<file path="src/hw/rtl/adcss_pkg.sv">
// ----------------------------------------------------------------------------
// adcss_pkg
// Shared types, codes and helpers for the ADC scan sequencer.
// ----------------------------------------------------------------------------
package adcss_pkg;

    localparam int MAX_OPTICS_CHANNELS = 2;
    localparam int OPTICS_INPUT_REGS   = 2;
    localparam int OPTICS_CAP          = (MAX_OPTICS_CHANNELS < OPTICS_INPUT_REGS) ?
                                         MAX_OPTICS_CHANNELS : OPTICS_INPUT_REGS;

    localparam int VALUE_W = 32;
    localparam int INPUT_W = 3;
    localparam int SRC_W   = 2;
    localparam int CNT_W   = 2;
    localparam int IDX_W   = 2;
    localparam int CFG_W   = 3;

    // scan sources
    localparam logic [SRC_W-1:0] SRC_ZONE1  = 2'd0;
    localparam logic [SRC_W-1:0] SRC_ZONE2  = 2'd1;
    localparam logic [SRC_W-1:0] SRC_OPTICS = 2'd2;
    localparam logic [SRC_W-1:0] SRC_LID    = 2'd3;

    // fixed adc inputs
    localparam logic [INPUT_W-1:0] ZONE1_INPUT = 3'd0;
    localparam logic [INPUT_W-1:0] ZONE2_INPUT = 3'd1;
    localparam logic [INPUT_W-1:0] LID_INPUT   = 3'd7;

    // register indexes
    localparam logic [IDX_W-1:0] CFG_OPTICS_COUNT  = 2'd0;
    localparam logic [IDX_W-1:0] CFG_OPTICS_FIRST  = 2'd1;
    localparam logic [IDX_W-1:0] CFG_OPTICS_SECOND = 2'd2;

    typedef struct packed {
        logic [CNT_W-1:0]   optics_channel_count;
        logic [INPUT_W-1:0] optics_input_first;
        logic [INPUT_W-1:0] optics_input_second;
    } t_cfg;

    typedef struct packed {
        logic [SRC_W-1:0] src;
        logic             ch;
        logic             discard;
    } t_state;

    typedef struct packed {
        logic [INPUT_W-1:0]        start_input;
        logic                      cycle_start;
        logic                      deliver_valid;
        logic [SRC_W-1:0]          deliver_source;
        logic                      deliver_optics_channel;
        logic signed [VALUE_W-1:0] deliver_value;
    } t_result;

    function automatic logic [CNT_W-1:0] eff_count(input logic [CNT_W-1:0] cnt);
        logic [CNT_W-1:0] cap;
        cap = CNT_W'(OPTICS_CAP);
        return (cnt > cap) ? cap : cnt;
    endfunction

endpackage

</file>
<file path="src/hw/rtl/adcss_cfg_regs.sv">
// ----------------------------------------------------------------------------
// adcss_cfg_regs
// Configuration registers: optics channel count and optics adc inputs.
// ----------------------------------------------------------------------------
module adcss_cfg_regs
    import adcss_pkg::*;
(
    input  logic             i_clk,
    input  logic             i_rst_n,
    input  logic             i_cfg_we,
    input  logic [IDX_W-1:0] i_cfg_idx,
    input  logic [CFG_W-1:0] i_cfg_wdata,
    output t_cfg             o_cfg
);

    t_cfg r_cfg;
    t_cfg n_cfg;

    always_comb begin
        n_cfg = r_cfg;
        if (i_cfg_we) begin
            unique case (i_cfg_idx)
                CFG_OPTICS_COUNT:  n_cfg.optics_channel_count = i_cfg_wdata[CNT_W-1:0];
                CFG_OPTICS_FIRST:  n_cfg.optics_input_first   = i_cfg_wdata[INPUT_W-1:0];
                CFG_OPTICS_SECOND: n_cfg.optics_input_second  = i_cfg_wdata[INPUT_W-1:0];
                default:           n_cfg = r_cfg;
            endcase
        end
    end

    always_ff @(posedge i_clk) begin
        if (!i_rst_n) begin
            r_cfg.optics_channel_count <= 2'd1;
            r_cfg.optics_input_first   <= 3'd2;
            r_cfg.optics_input_second  <= 3'd3;
        end else begin
            r_cfg <= n_cfg;
        end
    end

    assign o_cfg = r_cfg;

endmodule

</file>
<file path="src/hw/rtl/adcss_step.sv">
// ----------------------------------------------------------------------------
// adcss_step
// Next conversion choice, dummy read handling and result tagging for one beat.
// ----------------------------------------------------------------------------
module adcss_step
    import adcss_pkg::*;
(
    input  t_cfg                      i_cfg,
    input  t_state                    i_state,
    input  logic signed [VALUE_W-1:0] i_value,
    input  logic                      i_conv_ready,
    output t_result                   o_result,
    output t_state                    o_next_state
);

    logic             adv_optics;
    logic [SRC_W-1:0] next_src;
    logic             next_ch;
    logic             dummy;
    logic             deliver;

    always_comb begin
        adv_optics = (i_state.src == SRC_OPTICS) &&
                     (({1'b0, i_state.ch} + 2'd1) < eff_count(i_cfg.optics_channel_count));
        next_src   = adv_optics ? SRC_OPTICS : i_state.src + 2'd1;
        next_ch    = adv_optics ? i_state.ch + 1'b1 : 1'b0;
        dummy      = (i_state.src == SRC_ZONE2) && (next_src == SRC_OPTICS) &&
                     !i_state.discard;
        deliver    = i_conv_ready && !i_state.discard;

        unique case (next_src)
            SRC_ZONE1:  o_result.start_input = ZONE1_INPUT;
            SRC_ZONE2:  o_result.start_input = ZONE2_INPUT;
            SRC_OPTICS: o_result.start_input = (!dummy && next_ch) ?
                                               i_cfg.optics_input_second :
                                               i_cfg.optics_input_first;
            default:    o_result.start_input = LID_INPUT;
        endcase
        o_result.cycle_start            = (next_src == SRC_ZONE1);
        o_result.deliver_valid          = deliver;
        o_result.deliver_source         = deliver ? i_state.src : SRC_ZONE1;
        o_result.deliver_optics_channel = deliver && (i_state.src == SRC_OPTICS) &&
                                          i_state.ch;
        o_result.deliver_value          = deliver ? i_value : '0;

        o_next_state = i_state;
        if (i_conv_ready) begin
            if (dummy) begin
                o_next_state.discard = 1'b1;
            end else begin
                o_next_state.discard = 1'b0;
                o_next_state.src     = next_src;
                o_next_state.ch      = next_ch;
            end
        end
    end

endmodule

</file>
<file path="src/hw/rtl/adc_scan_sequencer_unit.sv">
// an accepted input beat's result beat is registered and shown in the next cycle
// throughput: one beat per cycle while the result beat is taken; the result register frees as it is taken
// the step logic needs only the scan state from earlier beats, so beats follow back to back
// reset (synchronous, active low): scan state to zone one, channel zero,
//   no discard pending; config registers to count 1, inputs 2 and 3
// ----------------------------------------------------------------------------
// adc_scan_sequencer_unit
// Scan sequencer for a multiplexed adc: chooses the next input and tags results.
// ----------------------------------------------------------------------------
module adc_scan_sequencer_unit
    import adcss_pkg::*;
(
    input  logic                      i_clk,
    input  logic                      i_rst_n,
    input  logic                      i_cfg_we,
    input  logic [IDX_W-1:0]          i_cfg_idx,
    input  logic [CFG_W-1:0]          i_cfg_wdata,
    input  logic                      i_in_valid,
    output logic                      o_in_ready,
    input  logic signed [VALUE_W-1:0] i_conversion_value,
    input  logic                      i_conversion_ready,
    output logic                      o_out_valid,
    input  logic                      i_out_ready,
    output logic [INPUT_W-1:0]        o_start_input,
    output logic                      o_cycle_start,
    output logic                      o_deliver_valid,
    output logic [SRC_W-1:0]          o_deliver_source,
    output logic                      o_deliver_optics_channel,
    output logic signed [VALUE_W-1:0] o_deliver_value
);

    t_cfg    cfg;
    t_state  r_state;
    t_state  n_state;
    t_result r_res;
    t_result step_res;
    logic    r_out_valid;
    logic    in_fire;

    adcss_cfg_regs u_cfg (
        .i_clk       (i_clk),
        .i_rst_n     (i_rst_n),
        .i_cfg_we    (i_cfg_we),
        .i_cfg_idx   (i_cfg_idx),
        .i_cfg_wdata (i_cfg_wdata),
        .o_cfg       (cfg)
    );

    adcss_step u_step (
        .i_cfg        (cfg),
        .i_state      (r_state),
        .i_value      (i_conversion_value),
        .i_conv_ready (i_conversion_ready),
        .o_result     (step_res),
        .o_next_state (n_state)
    );

    assign o_in_ready = !r_out_valid || i_out_ready;
    assign in_fire    = i_in_valid && o_in_ready;

    always_ff @(posedge i_clk) begin
        if (!i_rst_n) begin
            r_state.src     <= SRC_ZONE1;
            r_state.ch      <= 1'b0;
            r_state.discard <= 1'b0;
            r_out_valid     <= 1'b0;
        end else begin
            if (in_fire) begin
                r_state <= n_state;
            end
            if (o_in_ready) begin
                r_out_valid <= i_in_valid;
            end
        end
    end

    always_ff @(posedge i_clk) begin
        if (in_fire) begin
            r_res <= step_res;
        end
    end

    assign o_out_valid              = r_out_valid;
    assign o_start_input            = r_res.start_input;
    assign o_cycle_start            = r_res.cycle_start;
    assign o_deliver_valid          = r_res.deliver_valid;
    assign o_deliver_source         = r_res.deliver_source;
    assign o_deliver_optics_channel = r_res.deliver_optics_channel;
    assign o_deliver_value          = r_res.deliver_value;

endmodule

</file>
<file path="config.mk">
export PLATFORM = sky130hd
export DESIGN_NAME = adc_scan_sequencer_unit
export DESIGN_NICKNAME = d
export VERILOG_FILES = /design/src/hw/rtl/adcss_pkg.sv /design/src/hw/rtl/adcss_cfg_regs.sv /design/src/hw/rtl/adcss_step.sv /design/src/hw/rtl/adc_scan_sequencer_unit.sv
export SDC_FILE = /design/constraint.sdc
export NUM_CORES = 1
export LEC_CHECK = 0
export BUFFER_PORTS_ARGS = -buffer_cell sky130_fd_sc_hd__buf_4
export CAP_MARGIN = 30
export CORE_MARGIN = 2
export CORE_UTILIZATION = 43
export CTS_CLUSTER_SIZE = 25
export DETAILED_ROUTE_END_ITERATION = 10
export PLACE_DENSITY = 0.75
export SKIP_CTS_REPAIR_TIMING = 1
export SYNTH_ARGS = -nofsm -noshare
export SYNTH_HDL_FRONTEND = slang
export SYNTH_SLANG_ARGS = --single-unit
</file>
<file path="constraint.sdc">
create_clock -name i_clk -period 1.9 [get_ports i_clk]
set_input_delay 0.38 -clock i_clk [delete_from_list [all_inputs] [get_ports i_clk]]
set_output_delay 0.38 -clock i_clk [all_outputs]
set_load 0.02 [all_outputs]
</file>
== Yosys cells after proc, flatten, opt, wreduce, memory -nomap -nowiden ==
Index checks and enable logic that the tools add are counted.

* Register bits after elaboration: 53
* Input bits: 43
* Output and inout bits: 42
* Logic and storage cells: 50

* Add/sub/neg operators: 3
* Magnitude comparators: 2
* Equal/unequal tests: 6
* Mux-type cells: 6
* Bitwise gates (word level): 1
* Reduce and logical (&&, ||, !) cells: 19

{| class="wikitable"
|+ Operators with widths
! kind !! number
|-
| case mux 3 bit (3 select lines) || 1
|-
| logical AND 1 bit || 8
|-
| AND reduction 2 bit || 4
|-
| == test 2 x 1 -> 1 bit (second input constant) || 3
|-
| == test 2 bit (second input constant) || 3
|-
| logical NOT 2 bit || 2
|-
| two-way mux 2 bit || 2
|-
| logical NOT 1 bit || 3
|-
| two-way mux 3 bit || 1
|-
| AND reduction 3 bit || 1
|-
| adder 1 x 1 -> 2 bit (second input constant) || 1
|-
| adder 2 x 1 -> 2 bit (second input constant) || 1
|-
| greater-than comparator 2 bit (second input constant) || 1
|-
| less-than comparator 2 bit || 1
|-
| two-way mux 1 bit || 2
|-
| adder 1 bit (second input constant) || 1
|-
| logical OR 1 bit || 1
|-
| NOT 1 bit || 1
|}

== Depth between registers and ports, before layout ==
* Depth after elaboration: 12
* Gate-level depth with buffers: 5

== By module ==
A second synthesis with hierarchy kept.

* Cell total of the unflattened synthesis: 175
* Area total of the unflattened synthesis: 2,262.2 sq um

{| class="wikitable"
|+ By module, submodules not included
! module !! times used !! cells an instance !! area an instance (sq um)
|-
| adc_scan_sequencer_unit || 1 || 63 || 1,425.1
|-
| adcss_step || 1 || 78 || 498.0
|-
| adcss_cfg_regs || 1 || 34 || 339.1
|}

== Least setup slack after synthesis ==
No wires, ideal clock.

* Path type: register to register
* From: register r_out_valid (netlist: o_out_valid)
* To: register r_res, in the netlist o_cycle_start, enable pin
* Library setup time: 401 ps
* Arrival: 1,740 ps
* Data required time: 1,499 ps
* Setup slack: -241 ps
* Cell stages (with the launch flop): 4
* Cells stage by stage: dfxtp_1 -> nor2b_1 -> inv_1 -> and2_1

* Word-level cells in the longest chain between the ends: 3

{| class="wikitable"
|+ Ends and longest elaborated chain
! what !! RTL line !! RTL
|-
| start: declaration || adc_scan_sequencer_unit.sv:37 || <nowiki>logic r_out_valid;</nowiki>
|-
| start signal: assignment || adc_scan_sequencer_unit.sv:72 || <nowiki>r_out_valid <= i_in_valid;</nowiki>
|-
| logical NOT 1 bit || adc_scan_sequencer_unit.sv:58 || <nowiki>assign o_in_ready = !r_out_valid || i_out_ready;</nowiki>
|-
| logical OR 1 bit || adc_scan_sequencer_unit.sv:58 ||
|-
| via o_in_ready || adc_scan_sequencer_unit.sv:19 || <nowiki>output logic o_in_ready,</nowiki>
|-
| logical AND 1 bit || adc_scan_sequencer_unit.sv:59 || <nowiki>assign in_fire = i_in_valid && o_in_ready;</nowiki>
|-
| via in_fire || adc_scan_sequencer_unit.sv:38 || <nowiki>logic in_fire;</nowiki>
|-
| end signal: assignment || adc_scan_sequencer_unit.sv:79 || <nowiki>r_res <= step_res;</nowiki>
|-
| end: declaration || adc_scan_sequencer_unit.sv:35 || <nowiki>t_result r_res;</nowiki>
|}

The timed path passes the listed nets, and every way through them passes these cells.
A chain may end at the register's enable or synchronous reset.

== Worst setup path after layout ==
* From: register r_out_valid (netlist: o_out_valid)
* To: register r_res, in the netlist o_start_input[0], enable pin

* Word-level cells in the longest chain between the ends: 3

{| class="wikitable"
|+ Ends and longest elaborated chain
! what !! RTL line
|-
| logical NOT 1 bit || adc_scan_sequencer_unit.sv:58
|-
| logical OR 1 bit || adc_scan_sequencer_unit.sv:58
|-
| logical AND 1 bit || adc_scan_sequencer_unit.sv:59
|-
| via in_fire || adc_scan_sequencer_unit.sv:38
|}

The timed path passes the listed nets, and every way through them passes these cells.

==> implementation parameters <==
Parameter                              Value

Detailed routing
  DRC violation total after the first TritonRoute iteration ... 134
  Remaining antenna violation count ... 0
  Via count ... 1360
  Remaining routing DRC violations ... 0
  Post-DR vias/cell ... 4.739
  Detailed Routing Iterations Pass 1 ... 4
  Avg WL per Cell ... 13.10 um
  Final wirelength ... 3.760 mm

Floorplan
  Starting utilization of the core area ... 44.45%
  Full die area ... 5424 um^2
  Site Rows ... 25
  CORE AREA ... 4692 um^2
  Boundary pin count ... 85
  Die X-Extent ... 73.65 um
  Chip Height ... 73.65 um

Layout
  Relative area change from synthesis to final layout ... 37.07%
  Count of nets after finishing ... 278
  Layout cells sized above 1 ... 42.06%
  Layout filler cell count ... 375
  N_diodes ... 0

Setup path
  Crit Path Class ... reg -> reg
  Critical path startpoint category ... register
  Critical Path, Cell by Cell ... nor2b_1 > inv_1 > and2_2
  Required @ worst endpoint ... 1820 ps
  R2R setup slack ... 230 ps
  CP arrival ... 1600 ps
  Beginning of the worst register-to-register path ... o_out_valid
  Slowest cell on the critical path ... and2_2
  Capture instance of the worst register-to-register path ... o_start_input[0]
  Element type at the critical path end ... register
  WP buf/inv ... 1
  Delay of the slowest cell on the worst path ... 740 ps
  CP Max Fanout ... 40
  Crit path max-delay family ... simple AND/OR/NAND/NOR gates
  Worst Reg2Reg Path Length in Cells ... 3

Logic synthesis
  Cell area after synthesis ... 2086 um^2
  Synth Area per Inst ... 14.38 um^2
  Number of synthesized flops with an enable pin ... 40
  Total number of yosys warnings ... 0
  Post-synthesis sequential element count ... 52
  Yosys cell types ... 28
  Sequential element share of the synthesized area ... 69.11%
  Main flop type after synthesis ... edfxtp_1
  Synthesized instance count ... 145
  Net count after synthesis ... 191
  Share of flip-flops with an asynchronous set or reset after synthesis ... 0%

Global route
  All-Layer GR Usage ... 14.15%
  Pin count of the biggest net entering global routing ... 41
  Number of antenna violations at the first check in global routing ... 0
  Total overflow reported by the global router ... 0
  Vias in the first global route ... 1288
  Global-route wire length before repair ... 5.802 mm

Flow run
  Max Cap Viol ... 0

Timing
  Unrepaired setup endpoints after global routing ... false
  Worst-margin pin slew ... 887.2 ps
  Max Fclk ... 598.2 MHz
  Hold Slack ... 309.0 ps
  Final Cycle Share ... 87.98%
  Final setup violation count ... 0
  Final count of pins violating max slew ... 0
  Hold violation total from the final report ... 0
  Worst slew margin relative to its limit ... 40.86%
  Worst clock skew ... 9.631 ps
  Final period demand of the worst path ... 1672 ps
  Summed negative setup slack over all endpoints ... 0 ps

Clock network
  CTS clock-pin slew for the worst setup and hold paths ... 90 ps
  Clk_lat worst skew ... 290 ps
  Clock tree from TritonCTS ... built
  Num CTS Buffers ... 5
  Clock net sink count ... 52
  Buffer levels on the longest clock path ... 2
  Number of H-tree branching levels ... 2
  CTS Root Buffer Type ... clkbuf_8

Power
  Static power due to leakage ... 1.261 nW
  Worst supply voltage drop on vdd ... 436.9 uV
  Power density over cell area ... 796.4 nW/um^2
  Final Total Pwr ... 2.277 mW

Worst hold path
  Origin of the worst min-delay path ... i_cfg_wdata[0]
  Number of stages on the worst hold path ... 3
  Worst-case hold path end point ... u_cfg.o_cfg[0]
  Hold Crit Class ... in -> reg

Place
  Detail Placement HPWL ... 2.792 mm
  Number of I/O port buffers ... 84
  Gpl congestion ... 0.6949

Status
  Run status ... finished clean
[state kept, by name, summed over array words and instances, names as in the netlist]
| signal | cells |
|---|---|
| o_deliver_optics_channel | 1 |
| o_deliver_source | 2 |
| o_cycle_start | 1 |
| o_deliver_valid | 1 |
| u_cfg.o_cfg | 7 |
| r_state | 4 |
| o_start_input | 3 |
| o_out_valid | 1 |
| o_deliver_value | 32 |
[synth_stat cells (2+ instances only)]
cell type / n / area [um^2]
and2_1: 35 / 219.0
mux2i_1: 10 / 100.1
clkbuf_1: 4 / 15.01
nand3b_1: 2 / 15.01
ha_1: 3 / 37.54
nor2b_1: 5 / 31.28
nand2_1: 8 / 30.03
dfxtp_1: 12 / 240.2
o21ai_0: 2 / 10.01
edfxtp_1: 40 / 1201
a211oi_1: 2 / 15.01
nor3_1: 2 / 10.01
inv_1: 5 / 18.77
[power breakdown]
| group | internal, mW | switching [mW] | total (mW) |
|---|---|---|---|
| clock network | 0.262 | 0.345 | 0.607 |
| logic | 0.169 | 0.176 | 0.345 |
| registers | 1.30 | 0.0232 | 1.32 |
| total | 1.73 | 0.544 | 2.28 |
[logic make-up after synthesis]
group	share of synthesized area, %
fa+ha+maj	1.800
mux	5.519
flops	69.11
simple gates	19.44
compound gates	2.519
buf+inv	1.620
[how the worst max path moves through the flow]
stage                                           to   startpoint  depth (start not counted)
after floorplan                      o_cycle_start  o_out_valid                          3
after global placement         o_deliver_value[19]  i_out_ready                          4
after detailed placement       o_deliver_value[19]  i_out_ready                          4
after CTS                 o_deliver_optics_channel  o_out_valid                          3
after global routing            o_deliver_value[2]  o_out_valid                          3
final                             o_start_input[0]  o_out_valid                          3
[layer usage]
layer / track usage [%] / routed length [um] / part of all wire, %
met5: 0 / 0 / 0
met4: 3.636 / 17 / 0.45
met3: 5.213 / 364 / 9.7
met2: 23.91 / 1830 / 49
met1: 17.10 / 1548 / 41
[cell usage in the layout, fill, tap and decap left out, types with 2 or more instances in the layout]
cell | synthesis | final
nor3_1 | 2 | 2
nor2b_1 | 5 | 5
mux2i_1 | 10 | 10
ha_1 | 3 | 3
edfxtp_1 | 40 | 40
a211oi_1 | 2 | 2
and2_1 | 35 | 34
clkbuf_8 | 0 | 5
dfxtp_1 | 12 | 12
buf_4 | 0 | 84
nand2_1 | 8 | 8
o21ai_0 | 2 | 2
inv_1 | 5 | 5
nand3b_1 | 2 | 2
[layout make-up]
type	instances	area, um^2	share of cell area (%)
inverters	5	18.77	0.6565
multi-input cells	84	611.8	21.40
flip-flops and latches	52	1441	50.42
clock inverters	2	16.27	0.5689
repair buffers	84	630.6	22.06
well taps	54	67.56	2.363
clock buffers	6	72.57	2.538
[worst register-to-register path: stages (launching register included)]
cell     delay (ps)
dfxtp_1         310
nor2b_1         160
inv_1            90
and2_2          740
[stage by stage]
stage	setup WS, ps	std cells	util (%)	instance area (um^2)
floorplan	178.5	145	-	2087
global placement	173.2	279	59.04	2770
detailed placement	123.9	279	59.04	2770
CTS	193.8	287	60.93	2859
global route	90.18	287	60.93	2859
finish	228.3	287	60.93	2859
No activity file was read; power rests on OpenSTA's default activity.
